--- config.mk ---
export PLATFORM = sky130hd
export DESIGN_NAME = camera_container_deframer_flat
export DESIGN_NICKNAME = d
export VERILOG_FILES = /design/src/rtl/ccd_pkg.sv /design/src/rtl/ccd_byte_if.sv /design/src/rtl/ccd_result_if.sv /design/src/rtl/camera_container_deframer.sv /design/src/rtl/ccd_front.sv /design/src/rtl/ccd_queue.sv /design/src/rtl/ccd_back.sv /design/src/flat_wrapper.sv
export SDC_FILE = /design/constraint.sdc
export NUM_CORES = 2
export LEC_CHECK = 0
export BUFFER_PORTS_ARGS = -buffer_cell sky130_fd_sc_hd__buf_4
export CORE_MARGIN = 2
export CORE_UTILIZATION = 32
export DETAILED_ROUTE_END_ITERATION = 12
export GPL_TIMING_DRIVEN = 0
export MAX_ROUTING_LAYER = met4
export SLEW_MARGIN = 20
export SYNTH_ARGS = -nofsm -noshare
export SYNTH_HDL_FRONTEND = slang
export SYNTH_HIERARCHICAL = 1
export SYNTH_SLANG_ARGS = --single-unit
export TNS_END_PERCENT = 50
--- constraint.sdc ---
create_clock -name clk -period 16.1 [get_ports clk]
set_clock_uncertainty 0.2 [all_clocks]
set_input_delay 3.22 -clock clk [delete_from_list [all_inputs] [get_ports clk]]
set_output_delay 3.22 -clock clk [all_outputs]
set_load 0.01 [all_outputs]
--- src/rtl/ccd_pkg.sv ---
// Shared types, constants and result builders for the camera container deframer.
package ccd_pkg;

    // Frame tags, little-endian words of four ASCII characters
    localparam logic [31:0] TAG_START    = 32'h5356_5848;
    localparam logic [31:0] TAG_VIDEO    = 32'h4656_5848;
    localparam logic [31:0] TAG_AUDIO    = 32'h4641_5848;
    localparam logic [31:0] TAG_INDEX    = 32'h4946_5848;
    localparam logic [31:0] AUDIO_PREFIX = 32'h0050_0100;
    localparam logic [31:0] START_SKIP   = 32'd12;
    localparam logic [31:0] INDEX_EXTRA  = 32'd8;
    localparam logic [31:0] PREFIX_LEN   = 32'd4;
    localparam logic [15:0] AUDIO_STEP_RESET = 16'd20;

    typedef enum logic [1:0] {
        KIND_HEADER  = 2'd0,
        KIND_PAYLOAD = 2'd1,
        KIND_ERROR   = 2'd2
    } kind_t;

    typedef enum logic [1:0] {
        ERR_NONE   = 2'd0,
        ERR_TAG    = 2'd1,
        ERR_PREFIX = 2'd2,
        ERR_SHORT  = 2'd3
    } err_t;

    typedef struct packed {
        kind_t       kind;
        logic        stream_id;
        logic [31:0] packet_time;
        logic [31:0] payload_len;
        logic [7:0]  data_byte;
        logic        last;
        err_t        error_code;
    } result_t;

    typedef struct packed {
        logic    valid;
        result_t rec;
    } push_t;

    function automatic result_t make_header(logic sid, logic [31:0] ptime, logic [31:0] len);
        result_t r;
        r.kind        = KIND_HEADER;
        r.stream_id   = sid;
        r.packet_time = ptime;
        r.payload_len = len;
        r.data_byte   = 8'd0;
        r.last        = (len == 32'd0);
        r.error_code  = ERR_NONE;
        return r;
    endfunction

    function automatic result_t make_payload(logic sid, logic [7:0] data, logic lst);
        result_t r;
        r.kind        = KIND_PAYLOAD;
        r.stream_id   = sid;
        r.packet_time = 32'd0;
        r.payload_len = 32'd0;
        r.data_byte   = data;
        r.last        = lst;
        r.error_code  = ERR_NONE;
        return r;
    endfunction

    function automatic result_t make_error(err_t code);
        result_t r;
        r.kind        = KIND_ERROR;
        r.stream_id   = 1'b0;
        r.packet_time = 32'd0;
        r.payload_len = 32'd0;
        r.data_byte   = 8'd0;
        r.last        = 1'b0;
        r.error_code  = code;
        return r;
    endfunction

endpackage

--- src/rtl/ccd_byte_if.sv ---
// Byte stream channel: one container byte per beat.
interface ccd_byte_if;
    logic       valid;
    logic       ready;
    logic [7:0] in_byte;

    modport source (output valid, output in_byte, input ready);
    modport sink   (input valid, input in_byte, output ready);
endinterface

--- src/rtl/ccd_result_if.sv ---
// Result channel: one header, payload byte or error per beat.
interface ccd_result_if;
    import ccd_pkg::*;

    logic        valid;
    logic        ready;
    kind_t       kind;
    logic        stream_id;
    logic [31:0] packet_time;
    logic [31:0] payload_len;
    logic [7:0]  data_byte;
    logic        last;
    err_t        error_code;

    modport source (output valid, output kind, output stream_id, output packet_time,
                    output payload_len, output data_byte, output last,
                    output error_code, input ready);
    modport sink   (input valid, input kind, input stream_id, input packet_time,
                    input payload_len, input data_byte, input last,
                    input error_code, output ready);
endinterface

--- src/rtl/camera_container_deframer.sv ---
// Top level of the camera container deframer.
//
// Channels: raw takes the container stream one byte per beat; pkt gives one
// result per beat: a packet header (time, length), a payload byte, or an
// error. cfg_we/cfg_data write the 16-bit audio step in milliseconds.
// Throughput: one byte per clock while the result queue is not full. A
// result is written into the result queue as its byte is taken and then
// moves to the pkt output register when it is empty or being taken.
// Skipped bytes, bytes after an error and most header bytes give no result.
// The parser and the output stage are parted by a QUEUE_DEPTH-entry queue;
// raw.ready drops only while that queue is full, so a stalled receiver
// backs up the queue before it stops the stream.
// Reset clears the parser to expect a frame tag, drops any latched error,
// empties the queue and output register, and sets the audio step to 20 ms.
// After an error result every byte that is taken is dropped until reset.
module camera_container_deframer #(
    parameter int QUEUE_DEPTH = 4
) (
    input  logic        clk,
    input  logic        rst_n,
    ccd_byte_if.sink    raw,
    ccd_result_if.source pkt,
    input  logic        cfg_we,
    input  logic [15:0] cfg_data
);
    import ccd_pkg::*;

    logic [15:0] audio_step_reg;
    push_t       push;
    logic        q_full;
    logic        q_valid;
    logic        q_pop;
    result_t     q_data;

    // Audio step register
    always_ff @(posedge clk or negedge rst_n)
    begin
        if (!rst_n)
        begin
            audio_step_reg <= AUDIO_STEP_RESET;
        end
        else if (cfg_we)
        begin
            audio_step_reg <= cfg_data;
        end
    end

    ccd_front u_front (
        .clk        (clk),
        .rst_n      (rst_n),
        .raw        (raw),
        .audio_step (audio_step_reg),
        .q_full     (q_full),
        .push       (push)
    );

    ccd_queue #(
        .DEPTH (QUEUE_DEPTH)
    ) u_queue (
        .clk     (clk),
        .rst_n   (rst_n),
        .push    (push),
        .pop     (q_pop),
        .full    (q_full),
        .q_valid (q_valid),
        .q_data  (q_data)
    );

    ccd_back u_back (
        .clk     (clk),
        .rst_n   (rst_n),
        .q_valid (q_valid),
        .q_data  (q_data),
        .pop     (q_pop),
        .pkt     (pkt)
    );

    // The parser never writes into a full queue
    assert property (@(posedge clk) disable iff (!rst_n) push.valid |-> !q_full)
        else $error("result pushed into full queue");

    // The output stage only drains a queue that holds a record
    assert property (@(posedge clk) disable iff (!rst_n) q_pop |-> q_valid)
        else $error("pop from empty queue");

    // An error stops the parser from producing more results
    assert property (@(posedge clk) disable iff (!rst_n)
        (push.valid && push.rec.kind == KIND_ERROR) |=> !push.valid)
        else $error("result produced after error");

    // A packet's final payload byte is followed by a tag, never another payload byte
    assert property (@(posedge clk) disable iff (!rst_n)
        (push.valid && push.rec.kind == KIND_PAYLOAD && push.rec.last)
        |=> !(push.valid && push.rec.kind == KIND_PAYLOAD))
        else $error("payload byte directly after end of packet");

endmodule

--- src/rtl/ccd_front.sv ---
// Front end: accepts stream bytes, parses frames and builds result records.
module ccd_front (
    input  logic            clk,
    input  logic            rst_n,
    ccd_byte_if.sink        raw,
    input  logic [15:0]     audio_step,
    input  logic            q_full,
    output ccd_pkg::push_t  push
);
    import ccd_pkg::*;

    typedef enum logic [6:0] {
        PH_TAG     = 7'b000_0001,
        PH_SIZE    = 7'b000_0010,
        PH_TS      = 7'b000_0100,
        PH_SUB     = 7'b000_1000,
        PH_PREFIX  = 7'b001_0000,
        PH_PAYLOAD = 7'b010_0000,
        PH_SKIP    = 7'b100_0000
    } phase_t;

    typedef enum logic [1:0] {
        FK_VIDEO = 2'd0,
        FK_AUDIO = 2'd1,
        FK_INDEX = 2'd2
    } fkind_t;

    phase_t      phase_reg, phase_next;
    fkind_t      fkind_reg, fkind_next;
    logic [1:0]  cnt_reg, cnt_next;
    logic [23:0] shift_reg, shift_next;
    logic [31:0] rem_reg, rem_next;
    logic [31:0] ts_reg, ts_next;
    logic [31:0] start_reg, start_next;
    logic        stv_reg, stv_next;
    logic [31:0] lvt_reg, lvt_next;
    logic [31:0] run_reg, run_next;
    logic [31:0] prod_reg, prod_next;
    logic        err_reg, err_next;

    logic        accept;
    logic        sid;
    logic [31:0] word;
    logic [31:0] st_eff;
    logic [31:0] vid_time;
    logic [31:0] idx_skip;
    logic [31:0] aud_len;
    logic [31:0] aud_time;
    logic [47:0] prod_full;

    assign raw.ready = !q_full;
    assign accept    = raw.valid && raw.ready;
    assign sid       = (fkind_reg == FK_AUDIO);

    // Datapath terms for the word that completes on this beat
    assign word      = {raw.in_byte, shift_reg};
    assign st_eff    = stv_reg ? start_reg : ts_reg;
    assign vid_time  = ts_reg - st_eff;
    assign idx_skip  = word + INDEX_EXTRA;
    assign aud_len   = rem_reg - PREFIX_LEN;
    assign aud_time  = lvt_reg + prod_reg;
    assign prod_full = audio_step * run_reg;

    // Parse one beat
    always_comb
    begin
        phase_next = phase_reg;
        fkind_next = fkind_reg;
        cnt_next   = cnt_reg;
        shift_next = shift_reg;
        rem_next   = rem_reg;
        ts_next    = ts_reg;
        start_next = start_reg;
        stv_next   = stv_reg;
        lvt_next   = lvt_reg;
        run_next   = run_reg;
        prod_next  = prod_reg;
        err_next   = err_reg;
        push       = '0;

        if (accept && !err_reg)
        begin
            if (phase_reg == PH_PAYLOAD || phase_reg == PH_SKIP)
            begin
                // Count down the body; the last byte returns to tag parsing
                rem_next = rem_reg - 32'd1;
                if (rem_reg == 32'd1)
                begin
                    phase_next = PH_TAG;
                end
                if (phase_reg == PH_PAYLOAD)
                begin
                    push.valid = 1'b1;
                    push.rec   = make_payload(sid, raw.in_byte, rem_reg == 32'd1);
                end
            end
            else if (cnt_reg != 2'd3)
            begin
                // Collect low bytes of a little-endian word
                case (cnt_reg)
                    2'd0:    shift_next[7:0]   = raw.in_byte;
                    2'd1:    shift_next[15:8]  = raw.in_byte;
                    default: shift_next[23:16] = raw.in_byte;
                endcase
                cnt_next = cnt_reg + 2'd1;
            end
            else
            begin
                cnt_next = 2'd0;
                case (phase_reg)
                    PH_TAG:
                    begin
                        if (word == TAG_START)
                        begin
                            rem_next   = START_SKIP;
                            phase_next = PH_SKIP;
                        end
                        else if (word == TAG_VIDEO)
                        begin
                            fkind_next = FK_VIDEO;
                            phase_next = PH_SIZE;
                        end
                        else if (word == TAG_AUDIO)
                        begin
                            fkind_next = FK_AUDIO;
                            phase_next = PH_SIZE;
                        end
                        else if (word == TAG_INDEX)
                        begin
                            fkind_next = FK_INDEX;
                            phase_next = PH_SIZE;
                        end
                        else
                        begin
                            err_next   = 1'b1;
                            push.valid = 1'b1;
                            push.rec   = make_error(ERR_TAG);
                        end
                    end
                    PH_SIZE:
                    begin
                        if (fkind_reg == FK_INDEX)
                        begin
                            rem_next   = idx_skip;
                            phase_next = (idx_skip == 32'd0) ? PH_TAG : PH_SKIP;
                        end
                        else
                        begin
                            rem_next   = word;
                            phase_next = PH_TS;
                        end
                    end
                    PH_TS:
                    begin
                        ts_next    = word;
                        phase_next = PH_SUB;
                    end
                    PH_SUB:
                    begin
                        // Latch the first timestamp as the start time
                        if (!stv_reg)
                        begin
                            start_next = ts_reg;
                            stv_next   = 1'b1;
                        end
                        if (fkind_reg == FK_AUDIO)
                        begin
                            // Audio time is finished on the prefix word
                            prod_next  = prod_full[31:0];
                            run_next   = run_reg + 32'd1;
                            phase_next = PH_PREFIX;
                        end
                        else
                        begin
                            if (vid_time != lvt_reg)
                            begin
                                run_next = 32'd0;
                                lvt_next = vid_time;
                            end
                            phase_next = (rem_reg == 32'd0) ? PH_TAG : PH_PAYLOAD;
                            push.valid = 1'b1;
                            push.rec   = make_header(1'b0, vid_time, rem_reg);
                        end
                    end
                    PH_PREFIX:
                    begin
                        push.valid = 1'b1;
                        if (word != AUDIO_PREFIX)
                        begin
                            err_next = 1'b1;
                            push.rec = make_error(ERR_PREFIX);
                        end
                        else if (rem_reg < PREFIX_LEN)
                        begin
                            err_next = 1'b1;
                            push.rec = make_error(ERR_SHORT);
                        end
                        else
                        begin
                            rem_next   = aud_len;
                            phase_next = (aud_len == 32'd0) ? PH_TAG : PH_PAYLOAD;
                            push.rec   = make_header(1'b1, aud_time, aud_len);
                        end
                    end
                    default:
                    begin
                        phase_next = PH_TAG;
                    end
                endcase
            end
        end
    end

    // Parser state
    always_ff @(posedge clk or negedge rst_n)
    begin
        if (!rst_n)
        begin
            phase_reg <= PH_TAG;
            fkind_reg <= FK_VIDEO;
            cnt_reg   <= 2'd0;
            rem_reg   <= 32'd0;
            start_reg <= 32'd0;
            stv_reg   <= 1'b0;
            lvt_reg   <= 32'd0;
            run_reg   <= 32'd0;
            err_reg   <= 1'b0;
        end
        else
        begin
            phase_reg <= phase_next;
            fkind_reg <= fkind_next;
            cnt_reg   <= cnt_next;
            rem_reg   <= rem_next;
            start_reg <= start_next;
            stv_reg   <= stv_next;
            lvt_reg   <= lvt_next;
            run_reg   <= run_next;
            err_reg   <= err_next;
        end
    end

    // Word bytes and timing terms
    always_ff @(posedge clk)
    begin
        shift_reg <= shift_next;
        ts_reg    <= ts_next;
        prod_reg  <= prod_next;
    end

endmodule

--- src/rtl/ccd_queue.sv ---
// Result queue between the parser and the output stage.
module ccd_queue #(
    parameter int DEPTH = 4
) (
    input  logic             clk,
    input  logic             rst_n,
    input  ccd_pkg::push_t   push,
    input  logic             pop,
    output logic             full,
    output logic             q_valid,
    output ccd_pkg::result_t q_data
);
    import ccd_pkg::*;

    localparam int PW = (DEPTH > 1) ? $clog2(DEPTH) : 1;
    localparam int CW = $clog2(DEPTH + 1);

    result_t        entry_reg [DEPTH];
    logic [PW-1:0]  wr_ptr_reg, wr_ptr_next;
    logic [PW-1:0]  rd_ptr_reg, rd_ptr_next;
    logic [CW-1:0]  count_reg, count_next;

    assign full    = (count_reg == CW'(DEPTH));
    assign q_valid = (count_reg != '0);
    assign q_data  = entry_reg[rd_ptr_reg];

    // Advance pointers and occupancy
    always_comb
    begin
        wr_ptr_next = wr_ptr_reg;
        rd_ptr_next = rd_ptr_reg;
        if (push.valid)
        begin
            wr_ptr_next = (wr_ptr_reg == PW'(DEPTH - 1)) ? '0 : wr_ptr_reg + PW'(1);
        end
        if (pop)
        begin
            rd_ptr_next = (rd_ptr_reg == PW'(DEPTH - 1)) ? '0 : rd_ptr_reg + PW'(1);
        end
        case ({push.valid, pop})
            2'b10:   count_next = count_reg + CW'(1);
            2'b01:   count_next = count_reg - CW'(1);
            default: count_next = count_reg;
        endcase
    end

    always_ff @(posedge clk or negedge rst_n)
    begin
        if (!rst_n)
        begin
            wr_ptr_reg <= '0;
            rd_ptr_reg <= '0;
            count_reg  <= '0;
        end
        else
        begin
            wr_ptr_reg <= wr_ptr_next;
            rd_ptr_reg <= rd_ptr_next;
            count_reg  <= count_next;
        end
    end

    // Store the pushed record
    always_ff @(posedge clk)
    begin
        if (push.valid)
        begin
            entry_reg[wr_ptr_reg] <= push.rec;
        end
    end

endmodule

--- src/rtl/ccd_back.sv ---
// Output stage: drains the result queue into a registered result channel.
module ccd_back (
    input  logic             clk,
    input  logic             rst_n,
    input  logic             q_valid,
    input  ccd_pkg::result_t q_data,
    output logic             pop,
    ccd_result_if.source     pkt
);
    import ccd_pkg::*;

    logic    out_valid_reg, out_valid_next;
    result_t out_data_reg, out_data_next;

    // Load a new beat when the register is empty or being taken
    assign pop = q_valid && (!out_valid_reg || pkt.ready);

    always_comb
    begin
        out_valid_next = out_valid_reg;
        out_data_next  = out_data_reg;
        if (pop)
        begin
            out_valid_next = 1'b1;
            out_data_next  = q_data;
        end
        else if (pkt.ready)
        begin
            out_valid_next = 1'b0;
        end
    end

    always_ff @(posedge clk or negedge rst_n)
    begin
        if (!rst_n)
        begin
            out_valid_reg <= 1'b0;
        end
        else
        begin
            out_valid_reg <= out_valid_next;
        end
    end

    always_ff @(posedge clk)
    begin
        out_data_reg <= out_data_next;
    end

    // Drive the channel from the output register
    assign pkt.valid       = out_valid_reg;
    assign pkt.kind        = out_data_reg.kind;
    assign pkt.stream_id   = out_data_reg.stream_id;
    assign pkt.packet_time = out_data_reg.packet_time;
    assign pkt.payload_len = out_data_reg.payload_len;
    assign pkt.data_byte   = out_data_reg.data_byte;
    assign pkt.last        = out_data_reg.last;
    assign pkt.error_code  = out_data_reg.error_code;

endmodule
--- src/flat_wrapper.sv ---
// flat-port wrapper written by rule: the top's interface ports become plain ports
module camera_container_deframer_flat import ccd_pkg::*;
#(
    parameter int QUEUE_DEPTH = 4
)
  (clk, rst_n, cfg_we, cfg_data, raw_valid, raw_in_byte, raw_ready, pkt_valid, pkt_kind, pkt_stream_id, pkt_packet_time, pkt_payload_len, pkt_data_byte, pkt_last, pkt_error_code, pkt_ready);
  ccd_byte_if raw_i ();
  ccd_result_if pkt_i ();
  input  logic clk;
  input  logic rst_n;
  input  logic cfg_we;
  input  logic [15:0] cfg_data;
  input wire logic [$bits(raw_i.valid)-1:0] raw_valid;
  input wire logic [$bits(raw_i.in_byte)-1:0] raw_in_byte;
  output wire logic [$bits(raw_i.ready)-1:0] raw_ready;
  output wire logic [$bits(pkt_i.valid)-1:0] pkt_valid;
  output wire logic [$bits(pkt_i.kind)-1:0] pkt_kind;
  output wire logic [$bits(pkt_i.stream_id)-1:0] pkt_stream_id;
  output wire logic [$bits(pkt_i.packet_time)-1:0] pkt_packet_time;
  output wire logic [$bits(pkt_i.payload_len)-1:0] pkt_payload_len;
  output wire logic [$bits(pkt_i.data_byte)-1:0] pkt_data_byte;
  output wire logic [$bits(pkt_i.last)-1:0] pkt_last;
  output wire logic [$bits(pkt_i.error_code)-1:0] pkt_error_code;
  input wire logic [$bits(pkt_i.ready)-1:0] pkt_ready;
  assign raw_i.valid = raw_valid;
  assign raw_i.in_byte = raw_in_byte;
  assign raw_ready = raw_i.ready;
  assign pkt_valid = pkt_i.valid;
  assign pkt_kind = pkt_i.kind;
  assign pkt_stream_id = pkt_i.stream_id;
  assign pkt_packet_time = pkt_i.packet_time;
  assign pkt_payload_len = pkt_i.payload_len;
  assign pkt_data_byte = pkt_i.data_byte;
  assign pkt_last = pkt_i.last;
  assign pkt_error_code = pkt_i.error_code;
  assign pkt_i.ready = pkt_ready;
  camera_container_deframer #(.QUEUE_DEPTH(QUEUE_DEPTH)) u_core (.clk(clk), .rst_n(rst_n), .raw(raw_i), .pkt(pkt_i), .cfg_we(cfg_we), .cfg_data(cfg_data));
endmodule
==> out/qor.txt <==
Post-Route WL - 132000 um
worst r2r path cells - 21
Core Region - 136000 um^2
Overall Power - 0.00521 W
die height - 374 um
final net count - 4638
Gates resized, CTS repair - 0
WL per Instance - 22.0 um
Sink Count - 643
# setup viols final - 0
setup bufs post-CTS - 0
power per cell area - 105 nW/um^2
worst vdd ir - 0.0000810 V
Tcrit/Tclk final - 0.539
largest net degree at the start of global routing - 84
CP peak stage delay - 0.62 ns
Critical Path Most Common Cell - fa_1
hold slack - 0.251 ns
max reg flops - 312
hold buffer count at cts - 0
worst hold-check path type - reg -> reg
Crit. End Element - flip-flop
RD Place Congestion - 0.941
post-synthesis sequential area ratio - 0.422
critical path peak fanout - 10
Final Max Slew Viols - 0
clk_lat worst skew - 0.68 ns
Post-synth top flop - edfxtp_1
Starting Density - 0.323
number of synthesized flops with an enable pin - 478
Rows - 135
Tmin final - 8.67 ns
Post-Syn Instances - 3963
Via Count - 31500
Tot GR Track Use - 0.194
critical path arrival - 8.84 ns
Area growth, synth to finish - 13.4%
register bit total from synthesis - 643
top-area cell type share of the netlist area - 0.328
count leader, synth - edfxtp_1
max-cap violation count - 0
Slowest cell on crit path - clkbuf_1
Top Ports - 109
largest area contributor in the netlist - edfxtp_1
Hold Vio Cnt, Final - 0
most frequent cells after synthesis - 478 x edfxtp_1, 469 x nand2_1, 363 x inv_1, 307 x fa_1, 234 x nor2_1
Worst-Margin Slew - 1.24 ns
Hold Path Stages - 0
Syn Nets - 4444
die area - 140000 um^2
CTS root buf - clkbuf_16
setup_tns - 0 ns
delay-heaviest family, CP - adder cells
Required @ worst endpoint - 16.27 ns
ys async rst share - 0.257
Remaining DRCs - 0
worst path cell trace - clkbuf_1, clkbuf_1, nand2_1, fa_1, fa_1, fa_1, fa_1, inv_1, fa_1, fa_1, ha_1, and2_1, a32o_1, nor2_1, a21oi_1, a221oi_1, o21ai_0, a2111oi_0, o21bai_1, a21oi_1, xnor2_1
first-pass GRT wire length - 201000 um
post-synthesis cell area - 43800 um^2
status - finished clean
maximum clock frequency - 0.115 GHz
H-tree Lvls - 3
Buf/Inv on CP - 3
fillcell total - 13400
DRT Pass-1 Iters - 5
DP Worst Slack - 7.51 ns
yosys warns - 6
CTS Buffer Depth - 3
cts bufs inserted - 72
cell depth of the worst setup path - 21
gr ovfl total - 0
initial DRC count - 2969
Synth area leaders - edfxtp_1 33%, fa_1 14%, dfrtp_1 9.3%, ha_1 4.1%, nand2_1 4.0%
initial antenna violation count - 7
RSZ-0062 raised after global routing - no
crit path launch type - flip-flop
die width - 374 um
slew margin rel. - 0.170
Reg clk slew, reported paths - 0.06 ns
detailed placement HPWL - 101000 um
vias in the first global route - 31900
via/cell ratio - 5.25
Crit Path Category - reg -> reg
port bufs - 107
Leak - 19.8 nW
final setup margin - 7.43 ns
post-route ant nets - 0
CTS tree - done
Synth Area per Inst - 11.1 um^2
Yosys cell types - 88
layout cell share with drive strength beyond 1 - 0.0985
## stage by stage
step                      utilization  area, um^2  std cells
final                           0.366       49700       5997
after global routing            0.366       49700       5996
after CTS                       0.366       49700       5996
after detailed placement        0.348       47200       5864
after global placement          0.345       46800       5851
after floorplan                     -       43800       3963
## report_power, final
part / switching, W / total (W) / internal (W) / leakage, nW
sequential: 0.000102 / 0.00209 / 0.00198 / 7.02
combinational: 0.000828 / 0.00138 / 0.000552 / 11.6
clock: 0.000695 / 0.00175 / 0.00105 / 1.21
## cell families after synthesis
| logic type | after synthesis | synth area share |
|---|---|---|
| and+or+nand+nor | 1273 | 0.140 |
| DFF | 643 | 0.422 |
| AOI/OAI and AO/OA | 617 | 0.0927 |
| buffers and inverters | 601 | 0.0565 |
| adders and majority gates | 452 | 0.182 |
| xor gates and xnor gates | 200 | 0.0416 |
| muxes | 177 | 0.0652 |
## path summary, 6_finish.rpt
kind	startpoint	to	slack [ns]
hold / removal	u_core/u_front/shift_reg[19]	u_core/u_front/ts_reg[19]	0.25
max in group asynchronous	rst_n	u_core/u_queue/rd_ptr_reg[0]	12.34
setup / recovery	u_core/audio_step_reg[2]	u_core/u_front/prod_reg[31]	7.43
min in group asynchronous	rst_n	u_core/audio_step_reg[0]	2.19
setup reg to reg	u_core/audio_step_reg[2]	u_core/u_front/prod_reg[31]	7.43
hold reg to reg	u_core/u_front/shift_reg[19]	u_core/u_front/ts_reg[19]	0.25
## final cells by class
class                           count  area (um^2)  share of cell area
Antenna cell                        1         2.50           0.0000504
Timing Repair Buffer              120         1100              0.0221
Multi-Input combinational cell   2719        22900               0.461
Clock buffer                       98         1990              0.0401
Sequential cell                   643        18500               0.372
Clock inverter                     34          507              0.0102
Buffer                            238         1110              0.0224
Tap cell                         1781         2230              0.0449
Inverter                          363         1360              0.0274
## per-layer routing
layer  track usage  vias up  wire, um
met2         0.303     1100     61700
li1              -    14200         -
met4        0.0552        0      3480
met1         0.262    16000     57600
met3        0.0308      183      9260
met5             -        -         0
## worst reg2reg max path, stage by stage (launching register included)
cell,delay (ns)
dfstp_2,0.61
clkbuf_1,0.47
clkbuf_1,0.62
nand2_1,0.16
fa_1,0.52
fa_1,0.59
fa_1,0.47
fa_1,0.54
inv_1,0.05
fa_1,0.49
fa_1,0.41
ha_1,0.34
and2_1,0.19
a32o_1,0.26
nor2_1,0.15
a21oi_1,0.14
a221oi_1,0.52
o21ai_0,0.55
a2111oi_0,0.62
o21bai_1,0.14
a21oi_1,0.19
xnor2_1,0.12
## layout by cell type (no fill, tap or decap), drive strengths merged, types with 12 or more instances in the layout
cell type	Yosys	routed
o2bb2ai	20	20
nand2	469	469
a22oi	34	34
o21ai	153	153
ha	145	145
buf	43	163
nor2b	21	21
xor2	66	66
mux2	57	57
nand3	75	75
and2	173	173
inv	363	367
nor4	38	38
and3	39	39
mux4	78	78
nor2	234	234
clkbuf	195	293
a21o	47	47
nor3b	13	13
clkinv	0	17
o22ai	15	15
nand4	26	26
a21oi	173	173
fa	307	307
dfrtp	162	162
xnor2	129	129
a31oi	32	32
nor3	83	83
edfxtp	478	478
nand2b	29	29
or2	12	12
mux2i	42	42
or3	16	16
No activity file was read; power rests on OpenSTA's default activity.
